`src/rtl/core/skvb_pkg.sv`:
```
`default_nettype none
package skvb_pkg;

    localparam int CAPACITY_DEF   = 32;
    localparam int BUCKETS_DEF    = 8;
    localparam int KEY_BITS_DEF   = 32;
    localparam int VALUE_BITS_DEF = 32;

    localparam int OPCODE_W = 2;
    localparam int FIELD_W  = 32;
    localparam int COUNT_W  = 6;
    localparam int STATUS_W = 2;

    localparam int S_TDATA_W = 104;
    localparam int M_TDATA_W = 32;
    localparam int M_TUSER_W = 3;

    localparam logic [OPCODE_W-1:0] OP_LOOKUP     = 2'd0;
    localparam logic [OPCODE_W-1:0] OP_INSERT     = 2'd1;
    localparam logic [OPCODE_W-1:0] OP_SCAN_FROM  = 2'd2;
    localparam logic [OPCODE_W-1:0] OP_SCAN_RANGE = 2'd3;

    localparam logic [STATUS_W-1:0] STAT_OK   = 2'd0;
    localparam logic [STATUS_W-1:0] STAT_FULL = 2'd1;
    localparam logic [STATUS_W-1:0] STAT_NONE = 2'd2;

    typedef struct packed {
        logic lt;
        logic eq;
    } cmp_res_t;

endpackage
`default_nettype wire

```
`src/rtl/core/sorted_key_value_block_unit.sv`:
```
`default_nettype none
// Channel | Dir | Ports                     | Payload
// s_      | in  | s_tvalid/s_tready/s_tdata | opcode, key, item_value, end_key, max_count
// m_      | out | m_tvalid/m_tready/m_tdata | out_value; m_tuser hit, status; m_tlast last
// One request at a time; s_tready is high only while the sequencer is idle.
// Each entry is read from memory, then checked by the shared comparator: the search walks
// entries (S_SRD, S_SCMP), insert shifts entries up (S_SHR, S_SHW) before writing, lookup
// reads then checks, scans read and check each value; each result waits in S_OUT for m_tready.
// Synchronous active-low reset empties the table at once; no clearing pass.
// A stalled m_ side holds the sequencer in place.
module sorted_key_value_block_unit #(
    parameter int CAPACITY   = skvb_pkg::CAPACITY_DEF,
    parameter int BUCKETS    = skvb_pkg::BUCKETS_DEF,
    parameter int KEY_BITS   = skvb_pkg::KEY_BITS_DEF,
    parameter int VALUE_BITS = skvb_pkg::VALUE_BITS_DEF
) (
    input  wire logic                            aclk,
    input  wire logic                            aresetn,
    input  wire logic                            s_tvalid,
    output logic                                 s_tready,
    // [1:0] opcode, [33:2] key, [65:34] item_value, [97:66] end_key, [103:98] max_count
    input  wire logic [skvb_pkg::S_TDATA_W-1:0]  s_tdata,
    output logic                                 m_tvalid,
    input  wire logic                            m_tready,
    // [31:0] out_value
    output logic      [skvb_pkg::M_TDATA_W-1:0]  m_tdata,
    // [0] hit, [2:1] status
    output logic      [skvb_pkg::M_TUSER_W-1:0]  m_tuser,
    output logic                                 m_tlast
);

    localparam int AW = $clog2(CAPACITY);

    logic                                wr_en;
    logic [AW-1:0]                       wr_addr, rd_addr;
    logic [KEY_BITS-1:0]                 wr_key, rd_key, cmp_b;
    logic [VALUE_BITS-1:0]               wr_val, rd_val;
    skvb_pkg::cmp_res_t                  cmp_res;
    logic                                hit;
    logic [skvb_pkg::STATUS_W-1:0]       status;

    skvb_mem #(
        .DEPTH(CAPACITY), .KEY_BITS(KEY_BITS), .VALUE_BITS(VALUE_BITS), .AW(AW)
    ) u_mem (
        .aclk(aclk), .wr_en(wr_en), .wr_addr(wr_addr), .wr_key(wr_key),
        .wr_val(wr_val), .rd_addr(rd_addr), .rd_key(rd_key), .rd_val(rd_val)
    );

    skvb_key_cmp #(.KEY_BITS(KEY_BITS)) u_cmp (
        .a(rd_key), .b(cmp_b), .res(cmp_res)
    );

    skvb_seq #(
        .CAPACITY(CAPACITY), .BUCKETS(BUCKETS), .KEY_BITS(KEY_BITS),
        .VALUE_BITS(VALUE_BITS), .AW(AW)
    ) u_seq (
        .aclk(aclk), .aresetn(aresetn),
        .in_valid(s_tvalid), .in_ready(s_tready),
        .in_opcode(s_tdata[1:0]), .in_key(s_tdata[33:2]), .in_value(s_tdata[65:34]),
        .in_end_key(s_tdata[97:66]), .in_max_count(s_tdata[103:98]),
        .out_valid(m_tvalid), .out_ready(m_tready), .out_value(m_tdata),
        .out_hit(hit), .out_status(status), .out_last(m_tlast),
        .mem_wr_en(wr_en), .mem_wr_addr(wr_addr), .mem_wr_key(wr_key),
        .mem_wr_val(wr_val), .mem_rd_addr(rd_addr), .mem_rd_key(rd_key),
        .mem_rd_val(rd_val), .cmp_b(cmp_b), .cmp_res(cmp_res)
    );

    assign m_tuser = {status, hit};

endmodule
`default_nettype wire

```
`src/rtl/core/skvb_mem.sv`:
```
`default_nettype none
module skvb_mem #(
    parameter int DEPTH      = skvb_pkg::CAPACITY_DEF,
    parameter int KEY_BITS   = skvb_pkg::KEY_BITS_DEF,
    parameter int VALUE_BITS = skvb_pkg::VALUE_BITS_DEF,
    parameter int AW         = $clog2(DEPTH)
) (
    input  wire logic                  aclk,
    input  wire logic                  wr_en,
    input  wire logic [AW-1:0]         wr_addr,
    input  wire logic [KEY_BITS-1:0]   wr_key,
    input  wire logic [VALUE_BITS-1:0] wr_val,
    input  wire logic [AW-1:0]         rd_addr,
    output logic      [KEY_BITS-1:0]   rd_key,
    output logic      [VALUE_BITS-1:0] rd_val
);

    logic [KEY_BITS-1:0]   key_mem [DEPTH];
    logic [VALUE_BITS-1:0] val_mem [DEPTH];
    logic [KEY_BITS-1:0]   rd_key_reg;
    logic [VALUE_BITS-1:0] rd_val_reg;

    always_ff @(posedge aclk) begin
        if (wr_en) begin
            key_mem[wr_addr] <= wr_key;
            val_mem[wr_addr] <= wr_val;
        end
    end

    always_ff @(posedge aclk) begin
        rd_key_reg <= key_mem[rd_addr];
        rd_val_reg <= val_mem[rd_addr];
    end

    assign rd_key = rd_key_reg;
    assign rd_val = rd_val_reg;

endmodule
`default_nettype wire

```
`src/rtl/core/skvb_key_cmp.sv`:
```
`default_nettype none
module skvb_key_cmp #(
    parameter int KEY_BITS = skvb_pkg::KEY_BITS_DEF
) (
    input  wire logic [KEY_BITS-1:0] a,
    input  wire logic [KEY_BITS-1:0] b,
    output skvb_pkg::cmp_res_t       res
);

    assign res.lt = (a < b);
    assign res.eq = (a == b);

endmodule
`default_nettype wire

```
`src/rtl/core/skvb_seq.sv`:
```
`default_nettype none
module skvb_seq #(
    parameter int CAPACITY   = skvb_pkg::CAPACITY_DEF,
    parameter int BUCKETS    = skvb_pkg::BUCKETS_DEF,
    parameter int KEY_BITS   = skvb_pkg::KEY_BITS_DEF,
    parameter int VALUE_BITS = skvb_pkg::VALUE_BITS_DEF,
    parameter int AW         = $clog2(CAPACITY)
) (
    input  wire logic                                aclk,
    input  wire logic                                aresetn,
    input  wire logic                                in_valid,
    output logic                                     in_ready,
    input  wire logic [skvb_pkg::OPCODE_W-1:0]       in_opcode,
    input  wire logic [skvb_pkg::FIELD_W-1:0]        in_key,
    input  wire logic [skvb_pkg::FIELD_W-1:0]        in_value,
    input  wire logic [skvb_pkg::FIELD_W-1:0]        in_end_key,
    input  wire logic [skvb_pkg::COUNT_W-1:0]        in_max_count,
    output logic                                     out_valid,
    input  wire logic                                out_ready,
    output logic      [skvb_pkg::FIELD_W-1:0]        out_value,
    output logic                                     out_hit,
    output logic      [skvb_pkg::STATUS_W-1:0]       out_status,
    output logic                                     out_last,
    output logic                                     mem_wr_en,
    output logic      [AW-1:0]                       mem_wr_addr,
    output logic      [KEY_BITS-1:0]                 mem_wr_key,
    output logic      [VALUE_BITS-1:0]               mem_wr_val,
    output logic      [AW-1:0]                       mem_rd_addr,
    input  wire logic [KEY_BITS-1:0]                 mem_rd_key,
    input  wire logic [VALUE_BITS-1:0]               mem_rd_val,
    output logic      [KEY_BITS-1:0]                 cmp_b,
    input  skvb_pkg::cmp_res_t                       cmp_res
);

    localparam int CW = $clog2(CAPACITY + 1);
    localparam int BW = (BUCKETS > 1) ? $clog2(BUCKETS) : 1;
    localparam int SW = 4;

    localparam logic [SW-1:0] S_IDLE = 4'd0;
    localparam logic [SW-1:0] S_SRD  = 4'd1;
    localparam logic [SW-1:0] S_SCMP = 4'd2;
    localparam logic [SW-1:0] S_SEND = 4'd3;
    localparam logic [SW-1:0] S_SHR  = 4'd4;
    localparam logic [SW-1:0] S_SHW  = 4'd5;
    localparam logic [SW-1:0] S_INS  = 4'd6;
    localparam logic [SW-1:0] S_LRD  = 4'd7;
    localparam logic [SW-1:0] S_LCHK = 4'd8;
    localparam logic [SW-1:0] S_ERD  = 4'd9;
    localparam logic [SW-1:0] S_ECHK = 4'd10;
    localparam logic [SW-1:0] S_EEND = 4'd11;
    localparam logic [SW-1:0] S_OUT  = 4'd12;

    logic [SW-1:0]                     state_reg, state_next, ret_reg, ret_next;
    logic [skvb_pkg::OPCODE_W-1:0]     op_reg, op_next;
    logic [KEY_BITS-1:0]               k_reg, k_next, e_reg, e_next;
    logic [VALUE_BITS-1:0]             v_reg, v_next, pend_reg, pend_next;
    logic [skvb_pkg::COUNT_W-1:0]      cnt_reg, cnt_next;
    logic [CW-1:0]                     n_reg, n_next, per_reg, per_next;
    logic [BW-1:0]                     mod_reg, mod_next;
    logic [CW-1:0]                     p_reg, p_next, phase_reg, phase_next;
    logic [CW-1:0]                     lo_reg, lo_next, pos0_reg, pos0_next;
    logic [CW-1:0]                     pos_reg, pos_next, nemit_reg, nemit_next;
    logic                              found_reg, found_next, pend_ok_reg, pend_ok_next;
    logic                              ov_reg, ov_next, hit_reg, hit_next;
    logic                              last_reg, last_next;
    logic [skvb_pkg::FIELD_W-1:0]      oval_reg, oval_next;
    logic [skvb_pkg::STATUS_W-1:0]     stat_reg, stat_next;
    logic [KEY_BITS-1:0]               key_in, end_in;
    logic                              under_limit;

    assign key_in = KEY_BITS'(in_key);
    assign end_in = KEY_BITS'(in_end_key);
    assign in_ready = (state_reg == S_IDLE);
    assign out_valid = ov_reg;
    assign out_value = oval_reg;
    assign out_hit = hit_reg;
    assign out_status = stat_reg;
    assign out_last = last_reg;
    assign cmp_b = (state_reg == S_ECHK && op_reg == skvb_pkg::OP_SCAN_RANGE) ? e_reg : k_reg;
    assign under_limit = (op_reg == skvb_pkg::OP_SCAN_RANGE) ||
                         (8'(nemit_reg) < 8'(cnt_reg));

    always_comb begin
        state_next = state_reg;  ret_next = ret_reg;    op_next = op_reg;
        k_next = k_reg;          e_next = e_reg;        v_next = v_reg;
        pend_next = pend_reg;    cnt_next = cnt_reg;    n_next = n_reg;
        per_next = per_reg;      mod_next = mod_reg;    p_next = p_reg;
        phase_next = phase_reg;  lo_next = lo_reg;      pos0_next = pos0_reg;
        pos_next = pos_reg;      nemit_next = nemit_reg;
        found_next = found_reg;  pend_ok_next = pend_ok_reg;
        ov_next = ov_reg;        hit_next = hit_reg;    last_next = last_reg;
        oval_next = oval_reg;    stat_next = stat_reg;
        mem_wr_en = 1'b0;
        mem_wr_addr = pos_reg[AW-1:0];
        mem_wr_key = k_reg;
        mem_wr_val = v_reg;
        mem_rd_addr = p_reg[AW-1:0];

        case (state_reg)
            S_IDLE: begin
                if (in_valid) begin
                    op_next = in_opcode;
                    k_next = key_in;
                    e_next = end_in;
                    v_next = VALUE_BITS'(in_value);
                    cnt_next = in_max_count;
                    p_next = '0;
                    phase_next = '0;
                    lo_next = '0;
                    pos0_next = n_reg;
                    found_next = 1'b0;
                    nemit_next = '0;
                    pend_ok_next = 1'b0;
                    // default answer: nothing found, single transaction
                    oval_next = '0;
                    hit_next = 1'b0;
                    stat_next = skvb_pkg::STAT_NONE;
                    last_next = 1'b1;
                    ret_next = S_IDLE;
                    state_next = S_SRD;
                    case (in_opcode)
                        skvb_pkg::OP_LOOKUP, skvb_pkg::OP_SCAN_FROM: begin
                            if (n_reg == '0) begin
                                ov_next = 1'b1;
                                state_next = S_OUT;
                            end
                        end
                        skvb_pkg::OP_INSERT: begin
                            if (32'(n_reg) >= 32'(CAPACITY)) begin
                                stat_next = skvb_pkg::STAT_FULL;
                                ov_next = 1'b1;
                                state_next = S_OUT;
                            end
                        end
                        default: begin
                            if (key_in > end_in) begin
                                ov_next = 1'b1;
                                state_next = S_OUT;
                            end
                        end
                    endcase
                end
            end
            S_SRD: begin
                state_next = (p_reg == n_reg) ? S_SEND : S_SCMP;
            end
            S_SCMP: begin
                // bucket starts sit at multiples of the span
                if (phase_reg == '0 && (cmp_res.lt || cmp_res.eq)) begin
                    lo_next = p_reg;
                end
                if (!found_reg && !cmp_res.lt) begin
                    pos0_next = p_reg;
                    found_next = 1'b1;
                end
                if (!cmp_res.lt && !cmp_res.eq) begin
                    state_next = S_SEND;
                end else begin
                    p_next = p_reg + 1'b1;
                    phase_next = (phase_reg == per_reg - 1'b1) ? '0 : phase_reg + 1'b1;
                    state_next = S_SRD;
                end
            end
            S_SEND: begin
                if (op_reg == skvb_pkg::OP_INSERT || op_reg == skvb_pkg::OP_SCAN_RANGE) begin
                    pos_next = pos0_reg;
                end else begin
                    pos_next = (lo_reg > pos0_reg) ? lo_reg : pos0_reg;
                end
                p_next = n_reg;
                case (op_reg)
                    skvb_pkg::OP_INSERT: state_next = S_SHR;
                    skvb_pkg::OP_LOOKUP: state_next = S_LRD;
                    default:             state_next = S_ERD;
                endcase
            end
            S_SHR: begin
                mem_rd_addr = AW'(p_reg - 1'b1);
                state_next = (p_reg > pos_reg) ? S_SHW : S_INS;
            end
            S_SHW: begin
                mem_wr_en = 1'b1;
                mem_wr_addr = p_reg[AW-1:0];
                mem_wr_key = mem_rd_key;
                mem_wr_val = mem_rd_val;
                p_next = p_reg - 1'b1;
                state_next = S_SHR;
            end
            S_INS: begin
                mem_wr_en = 1'b1;
                n_next = n_reg + 1'b1;
                if (32'(n_reg) + 32'd1 <= 32'(BUCKETS)) begin
                    per_next = CW'(1);
                end else if (mod_reg == '0) begin
                    per_next = per_reg + 1'b1;
                end
                mod_next = (mod_reg == BW'(BUCKETS - 1)) ? '0 : mod_reg + 1'b1;
                stat_next = skvb_pkg::STAT_OK;
                ov_next = 1'b1;
                state_next = S_OUT;
            end
            S_LRD: begin
                mem_rd_addr = pos_reg[AW-1:0];
                if (pos_reg >= n_reg) begin
                    ov_next = 1'b1;
                    state_next = S_OUT;
                end else begin
                    state_next = S_LCHK;
                end
            end
            S_LCHK: begin
                if (cmp_res.eq) begin
                    oval_next = skvb_pkg::FIELD_W'(mem_rd_val);
                    hit_next = 1'b1;
                    stat_next = skvb_pkg::STAT_OK;
                end
                ov_next = 1'b1;
                state_next = S_OUT;
            end
            S_ERD: begin
                mem_rd_addr = pos_reg[AW-1:0];
                state_next = (pos_reg < n_reg && under_limit) ? S_ECHK : S_EEND;
            end
            S_ECHK: begin
                if (op_reg != skvb_pkg::OP_SCAN_RANGE || cmp_res.lt || cmp_res.eq) begin
                    nemit_next = nemit_reg + 1'b1;
                    pos_next = pos_reg + 1'b1;
                    pend_next = mem_rd_val;
                    pend_ok_next = 1'b1;
                    state_next = S_ERD;
                    // one value held back so the final one can carry last
                    if (pend_ok_reg) begin
                        oval_next = skvb_pkg::FIELD_W'(pend_reg);
                        hit_next = 1'b1;
                        stat_next = skvb_pkg::STAT_OK;
                        last_next = 1'b0;
                        ov_next = 1'b1;
                        ret_next = S_ERD;
                        state_next = S_OUT;
                    end
                end else begin
                    state_next = S_EEND;
                end
            end
            S_EEND: begin
                if (pend_ok_reg) begin
                    oval_next = skvb_pkg::FIELD_W'(pend_reg);
                    hit_next = 1'b1;
                    stat_next = skvb_pkg::STAT_OK;
                end else begin
                    oval_next = '0;
                    hit_next = 1'b0;
                    stat_next = skvb_pkg::STAT_NONE;
                end
                last_next = 1'b1;
                ov_next = 1'b1;
                ret_next = S_IDLE;
                state_next = S_OUT;
            end
            S_OUT: begin
                if (out_ready) begin
                    ov_next = 1'b0;
                    state_next = ret_reg;
                end
            end
            default: begin
                state_next = S_IDLE;
            end
        endcase
    end

    always_ff @(posedge aclk) begin
        if (!aresetn) begin
            state_reg <= S_IDLE;
            ret_reg <= S_IDLE;
            n_reg <= '0;
            per_reg <= CW'(1);
            mod_reg <= '0;
            ov_reg <= 1'b0;
            found_reg <= 1'b0;
            pend_ok_reg <= 1'b0;
        end else begin
            state_reg <= state_next;
            ret_reg <= ret_next;
            n_reg <= n_next;
            per_reg <= per_next;
            mod_reg <= mod_next;
            ov_reg <= ov_next;
            found_reg <= found_next;
            pend_ok_reg <= pend_ok_next;
        end
    end

    always_ff @(posedge aclk) begin
        op_reg <= op_next;
        k_reg <= k_next;
        e_reg <= e_next;
        v_reg <= v_next;
        pend_reg <= pend_next;
        cnt_reg <= cnt_next;
        p_reg <= p_next;
        phase_reg <= phase_next;
        lo_reg <= lo_next;
        pos0_reg <= pos0_next;
        pos_reg <= pos_next;
        nemit_reg <= nemit_next;
        hit_reg <= hit_next;
        last_reg <= last_next;
        oval_reg <= oval_next;
        stat_reg <= stat_next;
    end

endmodule
`default_nettype wire

```
`config.mk`:
```
export PLATFORM = sky130hd
export DESIGN_NAME = sorted_key_value_block_unit
export DESIGN_NICKNAME = d
export VERILOG_FILES = /design/src/rtl/core/skvb_pkg.sv /design/src/rtl/core/sorted_key_value_block_unit.sv /design/src/rtl/core/skvb_mem.sv /design/src/rtl/core/skvb_key_cmp.sv /design/src/rtl/core/skvb_seq.sv
export SDC_FILE = /design/constraint.sdc
export NUM_CORES = 2
export LEC_CHECK = 0
export ABC_AREA = 1
export BUFFER_PORTS_ARGS = -buffer_cell sky130_fd_sc_hd__buf_2
export CORE_UTILIZATION = 40
export CTS_CLUSTER_SIZE = 25
export DETAILED_ROUTE_END_ITERATION = 6
export MAX_ROUTING_LAYER = met4
export PLACE_DENSITY = 0.67
export SYNTH_ARGS = -nofsm -noshare
export SYNTH_HDL_FRONTEND = slang
export SYNTH_SLANG_ARGS = --single-unit
export TNS_END_PERCENT = 100
```
`constraint.sdc`:
```
create_clock -name aclk -period 7.5 [get_ports aclk]
set_input_delay 1.5 -clock aclk [delete_from_list [all_inputs] [get_ports aclk]]
set_output_delay 1.5 -clock aclk [all_outputs]
set_load 0.01 [all_outputs]
```
==> flow_summary.ini <==
[worst_setup_path]
critical_path.most_common_cell = sky130_fd_sc_hd__inv_1
critPathMaxStageDelay_ns = 1.02
reg2reg_depth = 16
crit_path_max_fanout = 33
r2r_start = u_seq.state_reg[1]
number_of_buffer_and_inverter_instances_along_the_worst_setup_path = 5
critPathKind = flop to flop
timing.critical_path.cells = inv_1, nor2_1, inv_1, nor2_1, buf_4, inv_1, nor2_4, mux2i_1, ha_1, nand4_1, nor3_1, nand3_1, nand3_1, nand2_1, nor3_2, buf_4
r2r_setup_slk_ns = 1.92
critical_path.startpoint_type = flop
critical_path.slowest_cell = sky130_fd_sc_hd__nor3_1
setup.worst_path.end_class = flop
crit_arrival_ns = 6.10
worstPathRequired_ns = 8.02
worstReg2RegEnd = u_seq.out_value[28]
critical-path-top-delay-family = simple AND/OR/NAND/NOR gates

[power]
proportion_of_power_drawn_by_the_clock_network = 0.232
ir_worst_vdd_v = 0.000605
netSwitchingFraction = 0.416
p_comb_frac = 0.411
pwr_density_cell_nw_per_um2 = 465
power.internal_uw = 29100
static-leakage-power_uw = 0.0383
power.net_switching_uw = 20700
seqPwrFrac = 0.357

[sta]
worstMarginPinSlew_ns = 1.32
setup_viol = 0
final.min_clock_period_ns = 5.58
maxSlewViolCount = 0
worst_hold_slack_ns = 0.434
setup-tns-final_ns = 0
post-route-period-util = 0.744
timing.final.ws_setup_ns = 1.92
setup_repair_after_global_routing_missed_its_margin = false
worst_slew_margin_rel = 0.113
fin_worst_skew_ns = 0.0629
final_hold_violating_endpoints = 0
fmax_mhz = 179

[detailed_routing]
route.vias.total = 62800
wl_um = 263000
wl_per_cell_um = 23.3
routed_via_density = 5.55
drt-pass1-iter-count = 7
postRouteAntennaNets = 0
detail_route.iter0.violations = 8254
drcViolationCount = 2

[min_path]
hold_path_depth = 0
hold_path_startpoint = u_mem.rd_val[9]
whs_endpoint = u_seq.pend_reg[9]
hold_wc_path_type = flop to flop

[cts]
clock_sink_count = 2343
cts_root_buf = sky130_fd_sc_hd__clkbuf_16
worst_skew_pair.late_latency_ns = 0.89
cts_tree = yes
clk_pin_slew_worst_paths_ns = 0.06
cts_buffers = 229
post_cts_resized = 0
cts-htree-levels = 4
count_of_hold_fix_buffers_inserted_at_cts = 0
post_cts_buffers = 0
clock_tree.buffer_depth = 3

[placement]
count_of_buffers_inserted_at_the_top_level_ports = 145
placement.setup.worst_slack_ns = 2.08
dp_hpwl_um = 130000
weighted_congestion_reported_at_the_end_of_routability_driven_placement = 0.882

[logic_synthesis]
synth_top_flop_cell = sky130_fd_sc_hd__edfxtp_1
postSynth.asyncResetShare = 0
postSynthCellCount = 7937
synth.yosys.warnings = 0
synth-seq-area-share = 0.730
post_synth_instance_area_um2 = 95200
ys_types = 45
synth_enable_flop_cells = 2256
synthesis.nets = 8146
synthesis.area_per_instance_um2 = 12.0
ys_seq_elements = 2343

[run]
max_cap_violations = 0

[run_status]
violations_in_the_final_reports = DRC
status = finished with violations

[die]
floorplan.die.height_um = 490
placeable_core_region_um2 = 236000
die_x_um = 490
floorplan.initialDensity = 0.404
num_rows = 178
die-area_um2 = 240000
io-pin-count = 146

[final_layout]
layout_commonest_cell = sky130_fd_sc_hd__nand2_1
nNetsFinal = 8166
biggestRegsByFlops = u_mem.key_mem (1024), u_mem.val_mem (1024)
postLayoutCoreUtil = 0.454
final_cell_mix = sky130_fd_sc_hd__nand2_1, sky130_fd_sc_hd__edfxtp_1, sky130_fd_sc_hd__nand3_1
synthToLayoutAreaGrowth_pct = 12.4
layout-drive-gt1-share = 0.0847

[grt]
grt_pass1_vias = 60100
grt_max_degree = 262
grt.overflow.total = 0
grt_util_all_layers = 0.220
grt_first_pass_wirelength_um = 388000
grt_antenna_before_repair = 8
## routing by layer
layer / up-vias / routed length [µm] / global-route usage
met5: - / 0 / -
met4: 0 / 10100 / 0.0819
met3: 556 / 23200 / 0.0352
met2: 3192 / 126000 / 0.352
met1: 30800 / 104000 / 0.283
li1: 28200 / - / -
## cells by family (layout without fill, tap and decap cells)
logic type / after synthesis / count (layout) / synth area share
multiplexers: 32 / 32 / 0.00338
flip-flops: 2343 / 2343 / 0.730
AND/OR/NAND/NOR: 4482 / 4482 / 0.204
buffers and inverters: 712 / 932 / 0.0330
XOR/XNOR: 22 / 22 / 0.00202
adder cells (fa/ha/maj): 101 / 101 / 0.0133
other: 0 / 7 / 0
AO/OA/AOI/OAI: 245 / 245 / 0.0151
## synthesized netlist by cell type, types with 18 or more instances
cell type	n	area [µm²]
sky130_fd_sc_hd__nand2_1	2379	8930
sky130_fd_sc_hd__edfxtp_1	2256	67700
sky130_fd_sc_hd__nand3_1	1936	9690
sky130_fd_sc_hd__buf_2	338	1690
sky130_fd_sc_hd__inv_1	234	878
sky130_fd_sc_hd__nor2_1	115	432
sky130_fd_sc_hd__ha_1	101	1260
sky130_fd_sc_hd__clkbuf_1	98	368
sky130_fd_sc_hd__dfxtp_1	87	1740
sky130_fd_sc_hd__o21ai_0	80	400
sky130_fd_sc_hd__a21oi_1	65	325
sky130_fd_sc_hd__o22ai_1	39	244
sky130_fd_sc_hd__mux2i_1	31	310
sky130_fd_sc_hd__o211ai_1	26	195
sky130_fd_sc_hd__nor3_1	19	95.1
sky130_fd_sc_hd__buf_1	18	67.6
## stage by stage
stage | instances | area [µm²] | total power [µW]
2_1_floorplan | 7937 | 95200 | 31900
3_5_place_dp | 10900 | 99400 | 38200
6_report | 11300 | 107000 | 49800
4_1_cts | 11300 | 107000 | 49700
5_1_grt | 11300 | 107000 | 52400
3_3_place_gp | 10900 | 99400 | 37800
## area by class of cell
class / count / area (µm²)
fill: 20800 / 129000
sequential: 2343 / 69500
multi-input combinational: 4882 / 23000
clock buffer: 313 / 6420
tap: 3150 / 3940
timing repair buffer: 256 / 2000
clock inverter: 118 / 1190
inverter: 245 / 963
antenna: 7 / 17.5
## how the worst max path moves through the flow
stage | start | to | slack, ns | cells past startpoint
2_1_floorplan | s_tvalid | u_seq.pos0_reg[0] | 0.70 | 4
3_3_place_gp | s_tdata[89] | u_seq.state_reg[2] | 1.42 | 14
3_5_place_dp | u_seq.state_reg[1] | u_seq.out_value[23] | 2.08 | 16
4_1_cts | u_seq.state_reg[1] | u_seq.out_value[11] | 2.07 | 16
5_1_grt | u_seq.state_reg[1] | u_seq.out_value[28] | 1.55 | 16
6_report | u_seq.state_reg[1] | u_seq.out_value[28] | 1.92 | 16
## power groups by stage
stage	clock network, µW	registers [µW]	logic (µW)
3_3_place_gp	0	18000	19800
2_1_floorplan	0	17800	14000
3_5_place_dp	0	18000	20200
4_1_cts	11700	17800	20300
5_1_grt	12200	17800	22400
6_report	11600	17800	20400
No activity file was read; power rests on OpenSTA's default activity.
